[config.mk]
export PLATFORM = sky130hd
export DESIGN_NAME = pid_controller_clamped
export DESIGN_NICKNAME = d
export VERILOG_FILES = /design/src/hw/rtl/pidc_pkg.sv /design/src/hw/rtl/pid_controller_clamped.sv /design/src/hw/rtl/pidc_mul.sv /design/src/hw/rtl/pidc_div.sv
export SDC_FILE = /design/constraint.sdc
export NUM_CORES = 2
export LEC_CHECK = 0
export ABC_CLOCK_PERIOD_IN_PS = 19470
export BUFFER_PORTS_ARGS = -buffer_cell sky130_fd_sc_hd__clkbuf_2
export CORE_MARGIN = 3
export CORE_UTILIZATION = 35
export DETAILED_ROUTE_END_ITERATION = 8
export SYNTH_ARGS = -nofsm -noshare
export SYNTH_HDL_FRONTEND = slang
export SYNTH_HIERARCHICAL = 1
export SYNTH_SLANG_ARGS = --single-unit
[constraint.sdc]
create_clock -name i_clk -period 19.47 [get_ports i_clk]
set_clock_uncertainty 0.1 [all_clocks]
set_input_delay 1.947 -clock i_clk [delete_from_list [all_inputs] [get_ports i_clk]]
set_output_delay 1.947 -clock i_clk [all_outputs]
set_load 0.01 [all_outputs]
[src/hw/rtl/pidc_pkg.sv]
// ============================================================================
// PID controller package
// Shared widths, codes, request structs and state encoding for the clamped
// PID controller.
// ============================================================================
`default_nettype none

package pidc_pkg;

    localparam int DATA_W  = 32;
    localparam int FRAC_W  = 16;
    localparam int DT_W    = 31;
    localparam int DIV_W   = DATA_W + FRAC_W;
    localparam int REG_NUM = 7;
    localparam int IDX_W   = 3;

    localparam logic [DATA_W-1:0] VAL_MAX = {1'b0, {(DATA_W-1){1'b1}}};
    localparam logic [DATA_W-1:0] VAL_MIN = {1'b1, {(DATA_W-1){1'b0}}};

    localparam logic OP_UPDATE = 1'b0;
    localparam logic OP_LOAD   = 1'b1;

    typedef enum logic [IDX_W-1:0] {
        REG_GAIN_P    = 3'd0,
        REG_GAIN_I    = 3'd1,
        REG_GAIN_D    = 3'd2,
        REG_INTEG_MIN = 3'd3,
        REG_INTEG_MAX = 3'd4,
        REG_OUT_MIN   = 3'd5,
        REG_OUT_MAX   = 3'd6
    } t_reg_idx;

    typedef enum logic [1:0] {
        CLAMP_NONE = 2'd0,
        CLAMP_MIN  = 2'd1,
        CLAMP_MAX  = 2'd2
    } t_clamp;

    typedef enum logic [3:0] {
        S_IDLE,
        S_MUL_E_DT,
        S_INTEG_ADD,
        S_INTEG_BND,
        S_MUL_I,
        S_ADD_I,
        S_WAIT_DIV,
        S_ADD_D,
        S_SAT_CMD,
        S_CLAMP_CMD,
        S_DONE
    } t_state;

    typedef struct packed {
        logic                     en;
        logic signed [DATA_W-1:0] a;
        logic signed [DATA_W-1:0] b;
    } t_mul_req;

    typedef struct packed {
        logic              start;
        logic              neg;
        logic [DATA_W-1:0] mag;
        logic [DT_W-1:0]   dt;
    } t_div_req;

endpackage

`default_nettype wire

[src/hw/rtl/pid_controller_clamped.sv]
// ============================================================================
// Clamped PID controller
// Signed Q16.16 PID update with integrator clamp and command clamp, built
// around one shared multiplier and a serial divider under a sequencer.
// ============================================================================
//
// Channel   Dir  Handshake                    Payload
// s_axis    in   s_axis_tvalid/s_axis_tready  tdata: err_in, step_time, integ_load
//                                             tuser: op
// m_axis    out  m_axis_tvalid/m_axis_tready  tdata: command, integ_now, clamp_state
// cfg       in   i_cfg_valid/o_cfg_ready      i_cfg_index, i_cfg_data
//
// An update request is paced by the 48-step serial divider that forms the
// derivative; a load request does not use the divider.
// The block accepts one request at a time and is ready again once the result
// sits in the output register, so a stalled output holds only the next result.
// Reset clears the configuration registers, integrator and previous error.
// ============================================================================
`default_nettype none

module pid_controller_clamped
    import pidc_pkg::*;
(
    input  wire logic              i_clk,
    input  wire logic              i_rst_n,
    input  wire logic              s_axis_tvalid,
    output logic                   s_axis_tready,
    input  wire logic [95:0]       s_axis_tdata,  // err_in, step_time, integ_load
    input  wire logic              s_axis_tuser,  // op
    output logic                   m_axis_tvalid,
    input  wire logic              m_axis_tready,
    output logic [71:0]            m_axis_tdata,  // command, integ_now, clamp_state
    input  wire logic              i_cfg_valid,
    output logic                   o_cfg_ready,
    input  wire logic [IDX_W-1:0]  i_cfg_index,
    input  wire logic [DATA_W-1:0] i_cfg_data
);

    t_state                    r_state;
    t_state                    n_state;
    logic signed [DATA_W-1:0]  r_cfg [REG_NUM];
    logic signed [DATA_W-1:0]  r_err;
    logic [DT_W-1:0]           r_dt;
    logic signed [DATA_W-1:0]  r_prev;
    logic signed [DATA_W-1:0]  r_integ;
    logic signed [DATA_W+1:0]  r_sum;
    logic signed [DATA_W-1:0]  r_cmd;
    t_clamp                    r_cstate;
    logic                      r_out_valid;
    logic signed [DATA_W-1:0]  r_o_cmd;
    logic signed [DATA_W-1:0]  r_o_integ;
    t_clamp                    r_o_cstate;

    logic                      w_accept;
    logic                      w_in_op;
    logic signed [DATA_W-1:0]  w_in_err;
    logic [DT_W-1:0]           w_in_dt;
    logic signed [DATA_W-1:0]  w_in_load;
    logic [DT_W-1:0]           w_dt_fix;
    logic signed [DATA_W:0]    w_diff;
    logic [DATA_W:0]           w_mag;
    logic                      w_out_free;
    t_mul_req                  w_mul_req;
    logic signed [DATA_W-1:0]  w_mul_res;
    t_div_req                  w_div_req;
    logic                      w_div_done;
    logic signed [DATA_W-1:0]  w_div_quot;

    function automatic logic signed [DATA_W-1:0] f_sat(input logic signed [DATA_W+1:0] x);
        logic [2:0] top;
        top = x[DATA_W+1:DATA_W-1];
        if ((&top) || !(|top)) begin
            return x[DATA_W-1:0];
        end else if (x[DATA_W+1]) begin
            return VAL_MIN;
        end else begin
            return VAL_MAX;
        end
    endfunction

    assign w_in_err  = s_axis_tdata[DATA_W-1:0];
    assign w_in_dt   = s_axis_tdata[DATA_W+DT_W-1:DATA_W];
    assign w_in_load = s_axis_tdata[2*DATA_W+DT_W-1:DATA_W+DT_W];
    assign w_in_op   = s_axis_tuser;
    assign w_accept  = s_axis_tvalid && s_axis_tready;
    assign w_dt_fix  = (w_in_dt == '0) ? DT_W'(1) : w_in_dt;
    assign w_diff    = {w_in_err[DATA_W-1], w_in_err} - {r_prev[DATA_W-1], r_prev};
    assign w_mag     = w_diff[DATA_W] ? (~w_diff + 1'b1) : w_diff;
    assign w_out_free = !r_out_valid || m_axis_tready;

    assign o_cfg_ready   = 1'b1;
    assign m_axis_tvalid = r_out_valid;
    assign m_axis_tdata  = {6'b0, r_o_cstate, r_o_integ, r_o_cmd};

    pidc_mul u_mul (
        .i_clk (i_clk),
        .i_req (w_mul_req),
        .o_res (w_mul_res)
    );

    pidc_div u_div (
        .i_clk   (i_clk),
        .i_rst_n (i_rst_n),
        .i_req   (w_div_req),
        .o_done  (w_div_done),
        .o_quot  (w_div_quot)
    );

    always_ff @(posedge i_clk) begin
        if (!i_rst_n) begin
            r_state <= S_IDLE;
        end else begin
            r_state <= n_state;
        end
    end

    always_comb begin
        n_state = r_state;
        case (r_state)
            S_IDLE: begin
                if (w_accept) begin
                    n_state = (w_in_op == OP_LOAD) ? S_DONE : S_MUL_E_DT;
                end
            end
            S_MUL_E_DT:  n_state = S_INTEG_ADD;
            S_INTEG_ADD: n_state = S_INTEG_BND;
            S_INTEG_BND: n_state = S_MUL_I;
            S_MUL_I:     n_state = S_ADD_I;
            S_ADD_I:     n_state = S_WAIT_DIV;
            S_WAIT_DIV: begin
                if (w_div_done) begin
                    n_state = S_ADD_D;
                end
            end
            S_ADD_D:     n_state = S_SAT_CMD;
            S_SAT_CMD:   n_state = S_CLAMP_CMD;
            S_CLAMP_CMD: n_state = S_DONE;
            S_DONE: begin
                if (w_out_free) begin
                    n_state = S_IDLE;
                end
            end
            default:     n_state = S_IDLE;
        endcase
    end

    always_comb begin
        s_axis_tready   = 1'b0;
        w_mul_req       = '0;
        w_div_req.start = 1'b0;
        w_div_req.neg   = w_diff[DATA_W];
        w_div_req.mag   = w_mag[DATA_W-1:0];
        w_div_req.dt    = w_dt_fix;
        case (r_state)
            S_IDLE: begin
                s_axis_tready   = 1'b1;
                w_div_req.start = s_axis_tvalid && (w_in_op == OP_UPDATE);
            end
            S_MUL_E_DT: begin
                w_mul_req.en = 1'b1;
                w_mul_req.a  = r_err;
                w_mul_req.b  = {1'b0, r_dt};
            end
            S_INTEG_ADD: begin
                w_mul_req.en = 1'b1;
                w_mul_req.a  = r_err;
                w_mul_req.b  = r_cfg[REG_GAIN_P];
            end
            S_MUL_I: begin
                w_mul_req.en = 1'b1;
                w_mul_req.a  = r_integ;
                w_mul_req.b  = r_cfg[REG_GAIN_I];
            end
            S_WAIT_DIV: begin
                w_mul_req.en = w_div_done;
                w_mul_req.a  = w_div_quot;
                w_mul_req.b  = r_cfg[REG_GAIN_D];
            end
            default: begin
                w_mul_req = '0;
            end
        endcase
    end

    always_ff @(posedge i_clk) begin
        if (!i_rst_n) begin
            for (int k = 0; k < REG_NUM; k++) begin
                r_cfg[k] <= '0;
            end
        end else if (i_cfg_valid && (i_cfg_index < IDX_W'(REG_NUM))) begin
            r_cfg[i_cfg_index] <= i_cfg_data;
        end
    end

    always_ff @(posedge i_clk) begin
        if (!i_rst_n) begin
            r_prev  <= '0;
            r_integ <= '0;
        end else begin
            case (r_state)
                S_IDLE: begin
                    if (w_accept) begin
                        if (w_in_op == OP_LOAD) begin
                            r_integ <= w_in_load;
                        end else begin
                            r_prev <= w_in_err;
                        end
                    end
                end
                S_INTEG_ADD: begin
                    r_integ <= f_sat({{2{r_integ[DATA_W-1]}}, r_integ}
                                     + {{2{w_mul_res[DATA_W-1]}}, w_mul_res});
                end
                S_INTEG_BND: begin
                    if (r_integ > r_cfg[REG_INTEG_MAX]) begin
                        r_integ <= r_cfg[REG_INTEG_MAX];
                    end else if (r_integ < r_cfg[REG_INTEG_MIN]) begin
                        r_integ <= r_cfg[REG_INTEG_MIN];
                    end
                end
                default: begin
                    r_integ <= r_integ;
                end
            endcase
        end
    end

    always_ff @(posedge i_clk) begin
        case (r_state)
            S_IDLE: begin
                r_err    <= w_in_err;
                r_dt     <= w_dt_fix;
                r_cmd    <= '0;
                r_cstate <= CLAMP_NONE;
            end
            S_INTEG_BND: begin
                r_sum <= {{2{w_mul_res[DATA_W-1]}}, w_mul_res};
            end
            S_ADD_I, S_ADD_D: begin
                r_sum <= r_sum + {{2{w_mul_res[DATA_W-1]}}, w_mul_res};
            end
            S_SAT_CMD: begin
                r_cmd <= f_sat(r_sum);
            end
            S_CLAMP_CMD: begin
                if (r_cmd <= r_cfg[REG_OUT_MIN]) begin
                    r_cmd    <= r_cfg[REG_OUT_MIN];
                    r_cstate <= CLAMP_MIN;
                end else if (r_cmd >= r_cfg[REG_OUT_MAX]) begin
                    r_cmd    <= r_cfg[REG_OUT_MAX];
                    r_cstate <= CLAMP_MAX;
                end
            end
            default: begin
                r_cmd <= r_cmd;
            end
        endcase
    end

    always_ff @(posedge i_clk) begin
        if (!i_rst_n) begin
            r_out_valid <= 1'b0;
        end else if ((r_state == S_DONE) && w_out_free) begin
            r_out_valid <= 1'b1;
        end else if (m_axis_tready) begin
            r_out_valid <= 1'b0;
        end
    end

    always_ff @(posedge i_clk) begin
        if ((r_state == S_DONE) && w_out_free) begin
            r_o_cmd    <= r_cmd;
            r_o_integ  <= r_integ;
            r_o_cstate <= r_cstate;
        end
    end

    a_accept_leaves_idle: assert property (@(posedge i_clk) disable iff (!i_rst_n)
        w_accept |=> (r_state != S_IDLE))
        else $error("Accepted request did not start the sequencer.");

    a_result_from_done: assert property (@(posedge i_clk) disable iff (!i_rst_n)
        $rose(r_out_valid) |-> ($past(r_state) == S_DONE))
        else $error("Result appeared without a finished request.");

    a_deriv_after_div: assert property (@(posedge i_clk) disable iff (!i_rst_n)
        (r_state == S_ADD_D) |-> $past(w_div_done))
        else $error("Derivative term used before the divider finished.");

    a_min_clamp_value: assert property (@(posedge i_clk) disable iff (!i_rst_n)
        (r_out_valid && (r_o_cstate == CLAMP_MIN)) |-> (r_o_cmd == r_cfg[REG_OUT_MIN]))
        else $error("Minimum clamp reported with a different command.");

endmodule

`default_nettype wire

[src/hw/rtl/pidc_mul.sv]
// ============================================================================
// PID shared multiplier
// Registered signed product, then floor shift by the fraction width and
// saturation to the data width.
// ============================================================================
`default_nettype none

module pidc_mul
    import pidc_pkg::*;
(
    input  wire logic                     i_clk,
    input  wire t_mul_req                 i_req,
    output logic signed [DATA_W-1:0]      o_res
);

    logic signed [2*DATA_W-1:0] r_prod;
    logic signed [2*DATA_W-1:0] w_shift;
    logic [DATA_W:0]            w_top;

    always_ff @(posedge i_clk) begin
        if (i_req.en) begin
            r_prod <= $signed(i_req.a) * $signed(i_req.b);
        end
    end

    always_comb begin
        w_shift = r_prod >>> FRAC_W;
        w_top   = w_shift[2*DATA_W-1:DATA_W-1];
        if ((&w_top) || !(|w_top)) begin
            o_res = w_shift[DATA_W-1:0];
        end else if (w_shift[2*DATA_W-1]) begin
            o_res = VAL_MIN;
        end else begin
            o_res = VAL_MAX;
        end
    end

endmodule

`default_nettype wire

[src/hw/rtl/pidc_div.sv]
// ============================================================================
// PID serial divider
// Restoring division of the error change, scaled by the fraction width, by
// the time step, one quotient bit per cycle, with signed saturation.
// ============================================================================
`default_nettype none

module pidc_div
    import pidc_pkg::*;
(
    input  wire logic                i_clk,
    input  wire logic                i_rst_n,
    input  wire t_div_req            i_req,
    output logic                     o_done,
    output logic signed [DATA_W-1:0] o_quot
);

    localparam int CNT_W = $clog2(DIV_W + 1);

    logic [CNT_W-1:0] r_cnt;
    logic             r_busy;
    logic             r_done;
    logic             r_neg;
    logic [DT_W-1:0]  r_dt;
    logic [DT_W-1:0]  r_rem;
    logic [DIV_W-1:0] r_quo;
    logic [DT_W:0]    w_rem_sh;
    logic [DT_W+1:0]  w_sub;
    logic             w_ge;
    logic             w_big;

    assign w_rem_sh = {r_rem, r_quo[DIV_W-1]};
    assign w_sub    = {1'b0, w_rem_sh} - {2'b00, r_dt};
    assign w_ge     = !w_sub[DT_W+1];

    always_ff @(posedge i_clk) begin
        if (!i_rst_n) begin
            r_busy <= 1'b0;
            r_done <= 1'b0;
            r_cnt  <= '0;
        end else if (i_req.start) begin
            r_busy <= 1'b1;
            r_done <= 1'b0;
            r_cnt  <= CNT_W'(DIV_W);
        end else if (r_busy) begin
            r_cnt <= r_cnt - 1'b1;
            if (r_cnt == CNT_W'(1)) begin
                r_busy <= 1'b0;
                r_done <= 1'b1;
            end
        end
    end

    always_ff @(posedge i_clk) begin
        if (i_req.start) begin
            r_neg <= i_req.neg;
            r_dt  <= i_req.dt;
            r_rem <= '0;
            r_quo <= {i_req.mag, {FRAC_W{1'b0}}};
        end else if (r_busy) begin
            r_rem <= w_ge ? w_sub[DT_W-1:0] : w_rem_sh[DT_W-1:0];
            r_quo <= {r_quo[DIV_W-2:0], w_ge};
        end
    end

    assign o_done = r_done;
    assign w_big  = |r_quo[DIV_W-1:DATA_W-1];

    always_comb begin
        if (r_neg) begin
            o_quot = w_big ? VAL_MIN : (~r_quo[DATA_W-1:0] + 1'b1);
        end else begin
            o_quot = w_big ? VAL_MAX : r_quo[DATA_W-1:0];
        end
    end

endmodule

`default_nettype wire
### Word level (Yosys, flattened, before mapping)

Memory sizes are Yosys's and may differ from the RTL's.
Index checks and enable logic that the tools add are counted.

| operators by class | value |
|---|---|
| $add $sub $neg | 7 |
| multipliers | 1 |
| equality and inequality tests | 17 |
| reductions and logical operators | 37 |
| mux-type cells | 48 |
| order comparisons | 5 |
| bitwise operators | 4 |

Operators with widths:

| cell | count |
|---|---|
| two-way mux 32 bit | 17 |
| case mux 65 bit (4 select lines) | 1 |
| case mux 32 bit (3 select lines) | 2 |
| two-way mux 48 bit | 2 |
| case mux 34 bit (2 select lines) | 1 |
| adder 32 x 1 -> 32 bit, second input constant | 2 |
| multiplier 32 x 32 -> 64 bit | 1 |
| inverter 32 bit | 2 |
| two-way mux 31 bit | 2 |
| case mux 4 bit (11 select lines) | 1 |
| adder 34 bit | 1 |
| OR reduction 17 bit | 2 |
| adder 32 x 32 -> 33 bit | 1 |
| subtractor 32 x 31 -> 33 bit | 1 |
| subtractor 32 x 32 -> 33 bit | 1 |
| greater-or-equal comparator 32 bit | 1 |
| > comparator 32 bit | 1 |
| less-or-equal comparator 32 bit | 1 |
| less-than comparator 32 bit | 1 |
| OR reduction 32 bit | 1 |
| logical NOT 31 bit | 1 |
| AND reduction 17 bit | 1 |
| == test 4 x 3 -> 1 bit, second input constant | 4 |
| two-way mux 4 bit | 4 |
| 26 further kinds | 67 |

| storage, ports and cells | value |
|---|---|
| memories kept | 1 |
| register bits after elaboration | 449 |
| RAM bits | 224 |
| word-level logic and storage cells | 142 |

Memories:

| memory | words | width | rd ports | clocked after memory_dff | write ports | line | text |
|---|---|---|---|---|---|---|---|
| r_cfg | 7 | 32 | 7 | 0 | 7 | pid_controller_clamped.sv:41 | `logic signed [DATA_W-1:0] r_cfg [REG_NUM];` |

### Depth between registers and ports, before layout

| logic depth | value |
|---|---|
| depth in word-level cells | 10 |
| depth in mapped cells | 40 |

### Modules after synthesis

The synthesis kept the hierarchy.

Modules (own cells, without submodules):

| module | seq. area each (µm²) | area each (µm²) | instances | cells an instance |
|---|---|---|---|---|
| pidc_mul | 1441.4 | 37592.3 | 1 | 3944 |
| pid_controller_clamped | 13703.1 | 29246.8 | 1 | 3009 |
| pidc_div | 3022.9 | 7168.1 | 1 | 782 |

### Least setup slack after synthesis

OpenSTA, ideal clock, no wires.

| timing path | value |
|---|---|
| path type | register to register |
| start point | register u_div.r_quo[8] |
| end point | register u_mul.r_prod[61], data pin |
| clock period less this slack | 10.392 ns |
| cell stages (with the launch flop) | 34 |
| required time | 19.110 ns |
| arrival | 10.032 ns |
| path slack | 9.078 ns |
| cells stage by stage | dfxtp_1 > or4_4 > or3_4 > or3_4 > or4_4 > or3_4 > o21a_1 > a222oi_1 > inv_1 > clkbuf_1 > nand2_1 > inv_1 > fa_1 > fa_1 > fa_1 > fa_1 > inv_1 > fa_1 > inv_1 > fa_1 > inv_1 > fa_1 > inv_1 > fa_1 > ha_1 > clkbuf_1 > a21o_1 > o21bai_1 > a21o_1 > a21o_1 > a21oi_1 > nand2_1 > o221ai_1 > xnor2_1 |

RTL lines:

| element | line | text |
|---|---|---|
| start: declaration | pidc_div.sv:26 | `logic [DIV_W-1:0] r_quo;` |
| start signal: assignment | pidc_div.sv:59 | `r_quo <= {i_req.mag, {FRAC_W{1'b0}}};` |
| start signal: assignment | pidc_div.sv:62 | `r_quo <= {r_quo[DIV_W-2:0], w_ge};` |
| end signal: assignment | pidc_mul.sv:22 | `r_prod <= $signed(i_req.a) * $signed(i_req.b);` |
| end: declaration | pidc_mul.sv:16 | `logic signed [2*DATA_W-1:0] r_prod;` |

==> out/results.tsv <==
metric	value	unit
DR pass1 iterations	7	
final instance area	80220	um^2
largest net degree at the start of global routing	90	
cell area after synthesis	74010	um^2
status	completed	
Clk Latency, worst-skew pair	0.65	ns
Synth Flop Type	edfxtp_1	
relative slew slack	19.38	%
H-tree levels	3	
Hold Fails Final Rpt	0	
Synth-to-Final Area Change	8.399	%
Final nets	9349	
FILL cells	20940	
# IOs	212	
Syn Area/Cell	9.568	um^2
post-synthesis register bit count	657	
Initial Utilization	35.24	%
layout cell share with drive strength beyond 1	6.562	%
Die Height	465.8	um
leading area contributor after synthesis	fa_1	
total number of vias	55660	
Num CTS Buffers	67	
Port Buffers	203	
Cells after Synth	7735	
crit end category	flop	
Hold Crit Depth	0	
multi-input logic area	49410	um^2
worst hold margin	0.3209	ns
ANT nets after route	0	
async set-reset flop share out of synthesis	0	%
Iter 0 DRT Violations	4732	
commonest cells after routing, fill and taps aside	1,295 x inv_1, 1,085 x fa_1, 880 x nand2_1	
worst-margin pin slew	1.197	ns
Hold Path Class	flop to flop	
dpl hpwl	172600	um
Final period util	61.92	%
commonest non-fill, non-tap cell in the layout	inv_1	
Core Region	210000	um^2
crit-path max cell delay	0.96	ns
Synth warnings	6	
Reg area	18170	um^2
cts hold-fix bufs	0	
first-pass GRT wire length	345400	um
Placed Area	77830	um^2
drt drc	0	
min Tclk post-route	12.06	ns
die area	217000	um^2
wire per inst	21.31	um
synth unique cells	98	
initial antenna violation count	13	
reg2reg path depth	37	
TritonCTS Sinks	657	
sequential share of the synthesized area	24.55	%
Post-synth EDFFs	501	
final wirelength	224800	um
Setup CP Type	flop to flop	
fin. max-slew vios	0	
Post-CTS Resized	0	
Final TNS setup	0	ns
Crit-path slowest cell	fa_1	
clock-pin slew on the worst setup and hold paths	0.06	ns
Core Rows	168	
clock buffer depth	3	
crit path launch type	flop	
final setup violation count	0	
Overflow after GRT	0	
Yosys top cell area share	29.35	%
arrival time worst endpoint	12.33	ns
Root Driver	clkbuf_16	
die width	465.8	um
worst r2r src	u_div/r_quo[37]	
Hold Crit Start	r_cstate[1]	
MaxCap Viol Count	0	
post-CTS setup buffers	0	
required time of the critical path	19.75	ns
Crit Path Max Fanout	32	
RSZ-0062 raised after global routing	false	
FMAX	82.95	MHz
Worst Setup SP	u_div/r_quo[37]	
number of global-route vias before repair	57170	
Final GP Congestion	0.9642	
Via density	5.276	
synth top area cells	fa_1 29%, edfxtp_1 20%, ha_1 7.4%, inv_1 6.6%, nand2_1 4.5%	
Total GRT Usage	20.66	%
CTS tree	built	
==> area by class of cell <==
class,instances,area share (%)
repair buffers,312,2.290
well taps,2805,4.375
clock buffers,81,2.194
multi-input cells,5342,61.59
diodes,3,0.009358
flip-flops and latches,657,22.65
clock inverters,42,0.7736
inverters,1308,6.123
==> state kept, by name, indices dropped and copies added, names as in the netlist, 34 cells and up <==
register,cells
r_cfg,224
r_sum,34
u_div/r_quo,48
u_mul/r_prod,48
==> metrics by stage <==
step / utilization (%) / setup WS, ns / instances
finish: 38.20 / 7.415 / 10550
global route: 38.20 / 6.651 / 10550
CTS: 38.20 / 7.337 / 10550
detailed placement: 37.07 / 7.371 / 10420
global placement: 37.07 / 7.501 / 10420
floorplan: - / 9.078 / 7740
==> Yosys cell counts, types with 94 or more instances <==
cell	count
dfxtp_1	156
o21ai_0	248
nor2_1	436
edfxtp_1	501
clkbuf_1	396
nand2_1	889
xnor2_1	117
ha_1	439
and2_1	528
a21oi_1	213
inv_1	1307
a22oi_1	95
fa_1	1085
a21o_1	135
mux2i_1	94
==> final timing paths <==
kind              slack (ns)          endpoint
setup / recovery        7.41  u_mul/r_prod[61]
hold reg to reg         0.32     r_o_cstate[1]
hold / removal          0.32     r_o_cstate[1]
setup reg to reg        7.41  u_mul/r_prod[61]
==> metal layers <==
metal	global-route usage [%]	up-vias	wire, um	share of wire, %
met5	0	-	33	0.015
met4	5.621	6	6326	2.8
met3	2.881	299	14880	6.6
met2	33.42	1844	103800	46
met1	28.98	28550	99760	44
li1	-	24960	-	-
==> cells by family after synthesis <==
kind of cell	synth area share (%)
AO/OA/AOI/OAI	11.30
adder cells (fa/ha/maj)	36.77
buffers and inverters	8.922
AND/OR/NAND/NOR	14.70
flip-flops	24.55
multiplexers	1.378
XOR/XNOR	2.367
other	0.01015
==> worst max-delay path: cells and delay by family, from the launching register on <==
| kind | cells | cell delay, ns |
|---|---|---|
| and+or+nand+nor | 9 | 2.52 |
| adders and majority gates | 9 | 4.82 |
| AOI/OAI and AO/OA | 8 | 1.93 |
| buffers and inverters | 10 | 1.81 |
| xor gates and xnor gates | 1 | 0.12 |
| DFF | 1 | 0.42 |
Power is left out: the tool's default activity adds up to more than one toggle a clock period on the data nets, which glitch-free logic cannot reach.
